**src/hw/rtl/ibs_pkg.sv**
```systemverilog
// insulation bridge sequencer: shared types, constants and helper functions
// no dependencies; used by the interfaces and every module of the block
`timescale 1ns / 1ps

package ibs_pkg;

    localparam int CODE_W     = 16;
    localparam int VOLT_W     = 16;
    localparam int RES_W      = 32;
    localparam int DIV_W      = 48;
    localparam int CFG_IDX_W  = 2;
    localparam int CFG_DATA_W = 16;
    localparam int QDEPTH     = 2;

    // adc full scale and q16 scale factors
    localparam logic [15:0] CHAN_FS = 16'd61440;
    localparam logic [15:0] Q_PACK  = 16'd58528;
    localparam logic [15:0] Q_AUX   = 16'd26504;
    localparam logic [15:0] Q_LOW   = 16'd29264;
    localparam logic [15:0] Q_HIGH  = 16'd58528;

    localparam logic [15:0] GAIN_RESET   = 16'd1000;
    localparam logic [15:0] OFFSET_RESET = 16'd0;
    localparam logic [15:0] LEAK_RESET   = 16'd2000;
    localparam logic [15:0] PREV_RESET   = 16'd300;
    localparam logic [15:0] LEAK_INHIBIT = 16'd20000;
    localparam logic [15:0] PACK_MIN     = 16'd500;
    localparam logic [15:0] F1_LO        = 16'd8000;
    localparam logic [15:0] F1_HI        = 16'd12000;
    localparam logic [15:0] F2_HI        = 16'd16000;

    // floor(x / 1000) for any 32-bit x as (x * recip) >> shift
    localparam logic [28:0] PERMILLE_RECIP = 29'd274877907;
    localparam int          PERMILLE_SHIFT = 38;

    localparam logic [31:0] UN_HI     = 32'd1570;
    localparam logic [31:0] UN_HI_ADJ = 32'd80;
    localparam logic [31:0] UN_LO     = 32'd160;
    localparam logic [31:0] UN_LO_ADJ = 32'd60;

    localparam logic [14:0] SOLVE_NUM = 15'd25006;
    localparam logic [3:0]  SOLVE_DEN = 4'd10;

    typedef enum logic [3:0] {
        RELAY_POS    = 4'h2,
        RELAY_NEG    = 4'h8,
        RELAY_BRIDGE = 4'hA,
        RELAY_OPEN   = 4'hF
    } t_relay;

    typedef enum logic [1:0] {
        PH_TOTAL     = 2'd0,
        PH_BRIDGE    = 2'd1,
        PH_REMEASURE = 2'd2,
        PH_LEG       = 2'd3
    } t_phase;

    typedef enum logic [CFG_IDX_W-1:0] {
        CFG_GAIN   = 2'd0,
        CFG_OFFSET = 2'd1,
        CFG_ENABLE = 2'd2
    } t_cfg_reg;

    typedef enum logic [4:0] {
        S_IDLE,
        S_CHAN,
        S_CHAN_WAIT,
        S_P0_SCALE,
        S_P0_GAIN,
        S_P0_WAIT,
        S_P0_FIN,
        S_LEGS,
        S_P1_FIN,
        S_P2_FIN,
        S_P3_PREP,
        S_P3_MUL,
        S_P3_CMP,
        S_P3_SOLVE,
        S_P3_SOLVE_WAIT,
        S_P3_FACT,
        S_P3_AVG,
        S_P3_AVG_WAIT,
        S_P3_SMOOTH,
        S_EMIT
    } t_seq_state;

    typedef struct packed {
        logic [CODE_W-1:0] code_a;
        logic [CODE_W-1:0] code_b;
        logic [CODE_W-1:0] code_c;
        logic [CODE_W-1:0] code_d;
        logic              ext_inhibit;
    } t_item;

    // correction factor in q16
    function automatic logic [16:0] factor_q16(input logic [1:0] code);
        logic [16:0] f;
        case (code)
            2'd1:    f = 17'd91750;
            2'd2:    f = 17'd117965;
            default: f = 17'd65536;
        endcase
        return f;
    endfunction

endpackage

```
**src/hw/rtl/ibs_if.sv**
```systemverilog
// insulation bridge sequencer: sample, result and configuration channels
// depends on ibs_pkg
`timescale 1ns / 1ps

interface ibs_in_if;
    import ibs_pkg::*;
    logic              valid;
    logic              ready;
    logic [CODE_W-1:0] code_a;
    logic [CODE_W-1:0] code_b;
    logic [CODE_W-1:0] code_c;
    logic [CODE_W-1:0] code_d;
    logic              contactor_closed;
    logic              charger_plugged;
    modport source(output valid, code_a, code_b, code_c, code_d, contactor_closed,
                   charger_plugged, input ready);
    modport sink(input valid, code_a, code_b, code_c, code_d, contactor_closed,
                 charger_plugged, output ready);
endinterface


```
**src/hw/rtl/ibs_front.sv**
```systemverilog
// insulation bridge sequencer front end: takes sample requests, masks the adc
// codes, flags external inhibits and queues them; depends on ibs_pkg, ibs_if
`timescale 1ns / 1ps

module ibs_front #(
    parameter int ADC_BITS = 15
) (
    input  logic           i_clk,
    input  logic           i_rst_n,
    ibs_in_if.sink         i_in,
    output ibs_pkg::t_item o_item,
    output logic           o_item_valid,
    input  logic           i_pop
);
    import ibs_pkg::*;

    localparam int PTR_W = $clog2(QDEPTH);
    localparam int CNT_W = $clog2(QDEPTH + 1);
    localparam logic [CODE_W-1:0] ADC_MASK = CODE_W'((32'd1 << ADC_BITS) - 32'd1);

    t_item            r_q [QDEPTH];
    logic [PTR_W-1:0] r_wr;
    logic [PTR_W-1:0] r_rd;
    logic [CNT_W-1:0] r_cnt;
    t_item            w_item;
    logic             w_push;

    always_comb begin
        w_item.code_a      = i_in.code_a & ADC_MASK;
        w_item.code_b      = i_in.code_b & ADC_MASK;
        w_item.code_c      = i_in.code_c & ADC_MASK;
        w_item.code_d      = i_in.code_d & ADC_MASK;
        w_item.ext_inhibit = i_in.contactor_closed | i_in.charger_plugged;
    end

    assign i_in.ready   = (r_cnt != CNT_W'(QDEPTH));
    assign w_push       = i_in.valid & i_in.ready;
    assign o_item       = r_q[r_rd];
    assign o_item_valid = (r_cnt != '0);

    always_ff @(posedge i_clk) begin
        if (!i_rst_n) begin
            r_wr  <= '0;
            r_rd  <= '0;
            r_cnt <= '0;
        end else begin
            if (w_push) begin
                r_wr <= r_wr + 1'b1;
            end
            if (i_pop) begin
                r_rd <= r_rd + 1'b1;
            end
            if (w_push && !i_pop) begin
                r_cnt <= r_cnt + 1'b1;
            end else if (!w_push && i_pop) begin
                r_cnt <= r_cnt - 1'b1;
            end
        end
    end

    always_ff @(posedge i_clk) begin
        if (w_push) begin
            r_q[r_wr] <= w_item;
        end
    end

endmodule

```
**src/flat_wrapper.sv**
```systemverilog
// flat-port wrapper written by rule: the top's interface ports become plain ports
module ibs_front_flat import ibs_pkg::*;
#(
    parameter int ADC_BITS = 15
)
  (i_clk, i_rst_n, o_item, o_item_valid, i_pop, i_in_valid, i_in_code_a, i_in_code_b, i_in_code_c, i_in_code_d, i_in_contactor_closed, i_in_charger_plugged, i_in_ready);
  ibs_in_if i_in_i ();
  input  logic i_clk;
  input  logic i_rst_n;
  output ibs_pkg::t_item o_item;
  output logic o_item_valid;
  input  logic i_pop;
  input wire logic [$bits(i_in_i.valid)-1:0] i_in_valid;
  input wire logic [$bits(i_in_i.code_a)-1:0] i_in_code_a;
  input wire logic [$bits(i_in_i.code_b)-1:0] i_in_code_b;
  input wire logic [$bits(i_in_i.code_c)-1:0] i_in_code_c;
  input wire logic [$bits(i_in_i.code_d)-1:0] i_in_code_d;
  input wire logic [$bits(i_in_i.contactor_closed)-1:0] i_in_contactor_closed;
  input wire logic [$bits(i_in_i.charger_plugged)-1:0] i_in_charger_plugged;
  output wire logic [$bits(i_in_i.ready)-1:0] i_in_ready;
  assign i_in_i.valid = i_in_valid;
  assign i_in_i.code_a = i_in_code_a;
  assign i_in_i.code_b = i_in_code_b;
  assign i_in_i.code_c = i_in_code_c;
  assign i_in_i.code_d = i_in_code_d;
  assign i_in_i.contactor_closed = i_in_contactor_closed;
  assign i_in_i.charger_plugged = i_in_charger_plugged;
  assign i_in_ready = i_in_i.ready;
  ibs_front #(.ADC_BITS(ADC_BITS)) u_core (.i_clk(i_clk), .i_rst_n(i_rst_n), .i_in(i_in_i), .o_item(o_item), .o_item_valid(o_item_valid), .i_pop(i_pop));
endmodule
```
**config.mk**
```make
export PLATFORM = sky130hd
export DESIGN_NAME = ibs_front_flat
export DESIGN_NICKNAME = d
export VERILOG_FILES = /design/src/hw/rtl/ibs_pkg.sv /design/src/hw/rtl/ibs_if.sv /design/src/hw/rtl/ibs_front.sv /design/src/flat_wrapper.sv
export SDC_FILE = /design/constraint.sdc
export NUM_CORES = 1
export LEC_CHECK = 0
export BUFFER_PORTS_ARGS = -buffer_cell sky130_fd_sc_hd__buf_2
export CAP_MARGIN = 0
export CORE_MARGIN = 2
export CORE_UTILIZATION = 51
export CTS_CLUSTER_DIAMETER = 40
export CTS_CLUSTER_SIZE = 28
export DETAILED_ROUTE_END_ITERATION = 6
export GPL_ROUTABILITY_DRIVEN = 0
export MAX_ROUTING_LAYER = met4
export PLACE_DENSITY = 0.91
export SLEW_MARGIN = 5
export SYNTH_ARGS = -nofsm -noshare
export SYNTH_HDL_FRONTEND = slang
export SYNTH_SLANG_ARGS = --single-unit
```
**constraint.sdc**
```tcl
create_clock -name i_clk -period 3.3 [get_ports i_clk]
set_clock_uncertainty 0.1 [all_clocks]
set_input_delay 0.66 -clock i_clk [delete_from_list [all_inputs] [get_ports i_clk]]
set_output_delay 0.66 -clock i_clk [all_outputs]
set_load 0.05 [all_outputs]
```
==> key figures <==
Clock network
  – Clock Pin Slew Worst Setup and Hold Paths: 0.06 ns
  – CTS tree: done
  – Post-cts hold buffer count: 0
  – Post-CTS setup buffers: 0
  – Total CTS buffers: 17
  – Clock Sink Count: 127
  – Post-CTS resize count: 0
  – H-tree depth: 4
  – Clock Tree Root: clkbuf_8
  – Longest Clk Path Bufs: 2
  – Clk_lat worst skew: 0.50 ns

Setup path
  – Setup CP Type: reg -> out
  – Worst Path Max Fanout: 32
  – Crit start category: flip-flop
  – Setup crit end kind: output port
  – R2R Setup Slk: 1.32 ns
  – FF-to-FF Start: u_core.r_cnt[0]
  – Crit path DAT: 2.04 ns
  – Register-to-Register Path Depth: 3
  – Reg-to-reg endpoint: u_core.r_q[1][56]
  – Critical Path RT: 2.54 ns

Floorplan
  – Die width: 99.8 µm
  – IO Count: 137
  – Die height: 99.8 µm
  – Total core area: 8810 µm²
  – Starting Density: 53.2%
  – Die outline area: 9960 µm²
  – Row count: 34

Logic synthesis
  – Asr flop ratio synth: 0%
  – Cell taking the most area after synthesis: edfxtp_1
  – Main synth FF type: edfxtp_1
  – Post-synthesis sequential area ratio: 80.4%
  – Area of the mapped netlist: 4680 µm²
  – Area contributors post-synth: edfxtp_1, mux2_2, dfxtp_1, buf_4, and2_1
  – Post-synth EDFFs: 122
  – Yosys cell types: 20
  – Post-synth top area share: 78.2%
  – Post-synth top cells: edfxtp_1, mux2_2, buf_4, dfxtp_1, and2_1
  – Synth Register Bits: 127
  – Mapped Cells: 220
  – Top-count cell post-synth: edfxtp_1
  – Ys Warns: 0
  – Synth Area per Inst: 21.3 µm²

Detailed routing
  – Final wirelength: 8140 µm
  – Drt first-iter violations: 75
  – First-pass DRT Iterations: 4
  – DR WL/cell: 16.8 µm
  – Via count: 2447
  – DRC errors left: 0
  – ANT nets after route: 0
  – Avg Vias per Cell: 5.05

Cells and area
  – Final Non-Filler Cells: 485
  – Diodes inserted: 0
  – Final net count: 435
  – Filler cell count: 578
  – Area grow syn2layout: 30.1%
  – Layout cell share with drive strength beyond 1: 61.3%

Worst hold path
  – Hold path cells: 1
  – Worst hold endpoint: u_core.r_q[1][27]
  – HP Class: in -> reg
  – Min-delay src: i_in_code_c[11]

STA
  – Sum of negative setup slack: 0 ns
  – Fin crit share: 85.0%
  – Worst-margin pin slew: 0.685 ns
  – Final setup viols: 0
  – Final hold vios: 0
  – Slew Viols, Final: 0
  – Unrepaired setup endpoints after global routing: false
  – Slew headroom: 54.3%
  – Fmax: 0.357 GHz
  – Tmin final: 2.80 ns

Power
  – Power Dens Cells: 800 nW/µm²
  – VDD IR max: 0.499 mV
  – LEAKAGE: 0.00233 µW

Global route
  – Vias in the first global route: 2669
  – Largest net degree at the start of global routing: 33
  – Gr ovfl total: 0
  – GR Util All Layers: 17.2%
  – First-pass GRT wire length: 12400 µm
  – Initial antenna violation count: 0

Job
  – Max-cap viol count: 0

Placement
  – PortBufs: 128
  – Post-DP HPWL: 5280 µm
  – Placed cell count: 453

Outcome
  – Status: finished clean
-- layout by cell type (no fill, tap or decap), drive strengths merged --
master / netlist / routed
buf: 11 / 133
edfxtp: 122 / 122
mux2: 61 / 61
clkbuf: 0 / 19
clkinv: 0 / 6
bufinv: 0 / 5
dfxtp: 5 / 5
and2: 4 / 4
conb: 1 / 4
xor2: 2 / 2
or2: 2 / 2
clkinvlp: 0 / 2
inv: 2 / 2
a21boi: 2 / 2
nand2b: 1 / 1
and3: 1 / 1
nand3b: 1 / 1
xnor2: 1 / 1
o21ai: 1 / 1
or3: 1 / 1
a21bo: 1 / 1
ha: 1 / 1
-- stage by stage --
stage	setup slack, ns	util, %	hold WS, ns	total power (µW)	instance area, µm²
floorplan	0.627	-	0.400	2720	4690
global placement	1.01	61.9	0.409	2910	5450
detailed placement	1.01	61.9	0.444	2940	5450
CTS	0.452	69.2	0.216	4920	6090
global route	0.395	69.2	0.218	5040	6090
finish	0.496	69.2	0.243	4870	6090
-- state kept, by name, summed over array words and instances, names as in the netlist, named ones only --
register	flops
u_core.r_rd	1
u_core.r_wr	1
u_core.r_q	122
u_core.r_cnt	2
-- worst max-delay path, stage by stage (launching register included) --
cell,delay (ns)
dfxtp_2,0.66
buf_12,0.28
mux2_2,0.36
buf_2,0.21
-- per-layer routing --
layer | routed length (µm) | global-route usage, % | up-vias
li1 | - | - | 1145
met1 | 3200 | 18.6 | 1195
met4 | 137 | 7.17 | 0
met2 | 4360 | 29.5 | 92
met5 | 0 | - | -
met3 | 439 | 5.29 | 15
-- worst max path at each step --
stage	slack (ns)	startpoint	end
final	0.50	flip-flop	o_item[58]
after floorplan	0.63	i_in_valid	u_core.r_q[1][0]
after CTS	0.45	flip-flop	o_item[18]
after global routing	0.39	flip-flop	o_item[58]
after detailed placement	1.01	flip-flop	o_item[20]
after global placement	1.01	flip-flop	o_item[13]
-- power breakdown --
| part | switching, µW | leakage [µW] | internal [µW] | total, µW |
|---|---|---|---|---|
| combinational | 645 | 0.000850 | 250 | 896 |
| clock | 667 | 0.000302 | 1310 | 1970 |
| sequential | 50.1 | 0.00118 | 1950 | 2000 |
-- cell families after synthesis --
group	after synthesis	synth area share [%]
other cells	1	0.0801
compound gates	4	0.641
fa+ha+maj	1	0.267
xor+xnor	3	0.561
buf+inv	13	1.87
mux	61	14.7
simple gates	10	1.52
flops	127	80.4
-- area by class of cell --
| class | instances | area, µm² | share of cell area [%] |
|---|---|---|---|
| clock buffer | 19 | 422 | 6.92 |
| clock inverter | 13 | 214 | 3.51 |
| inverter | 2 | 7.51 | 0.123 |
| multi-input combinational | 83 | 843 | 13.8 |
| sequential | 127 | 3760 | 61.8 |
| tap | 108 | 135 | 2.22 |
| timing repair buffer | 133 | 703 | 11.5 |
Power figures use the tool's default switching activity.
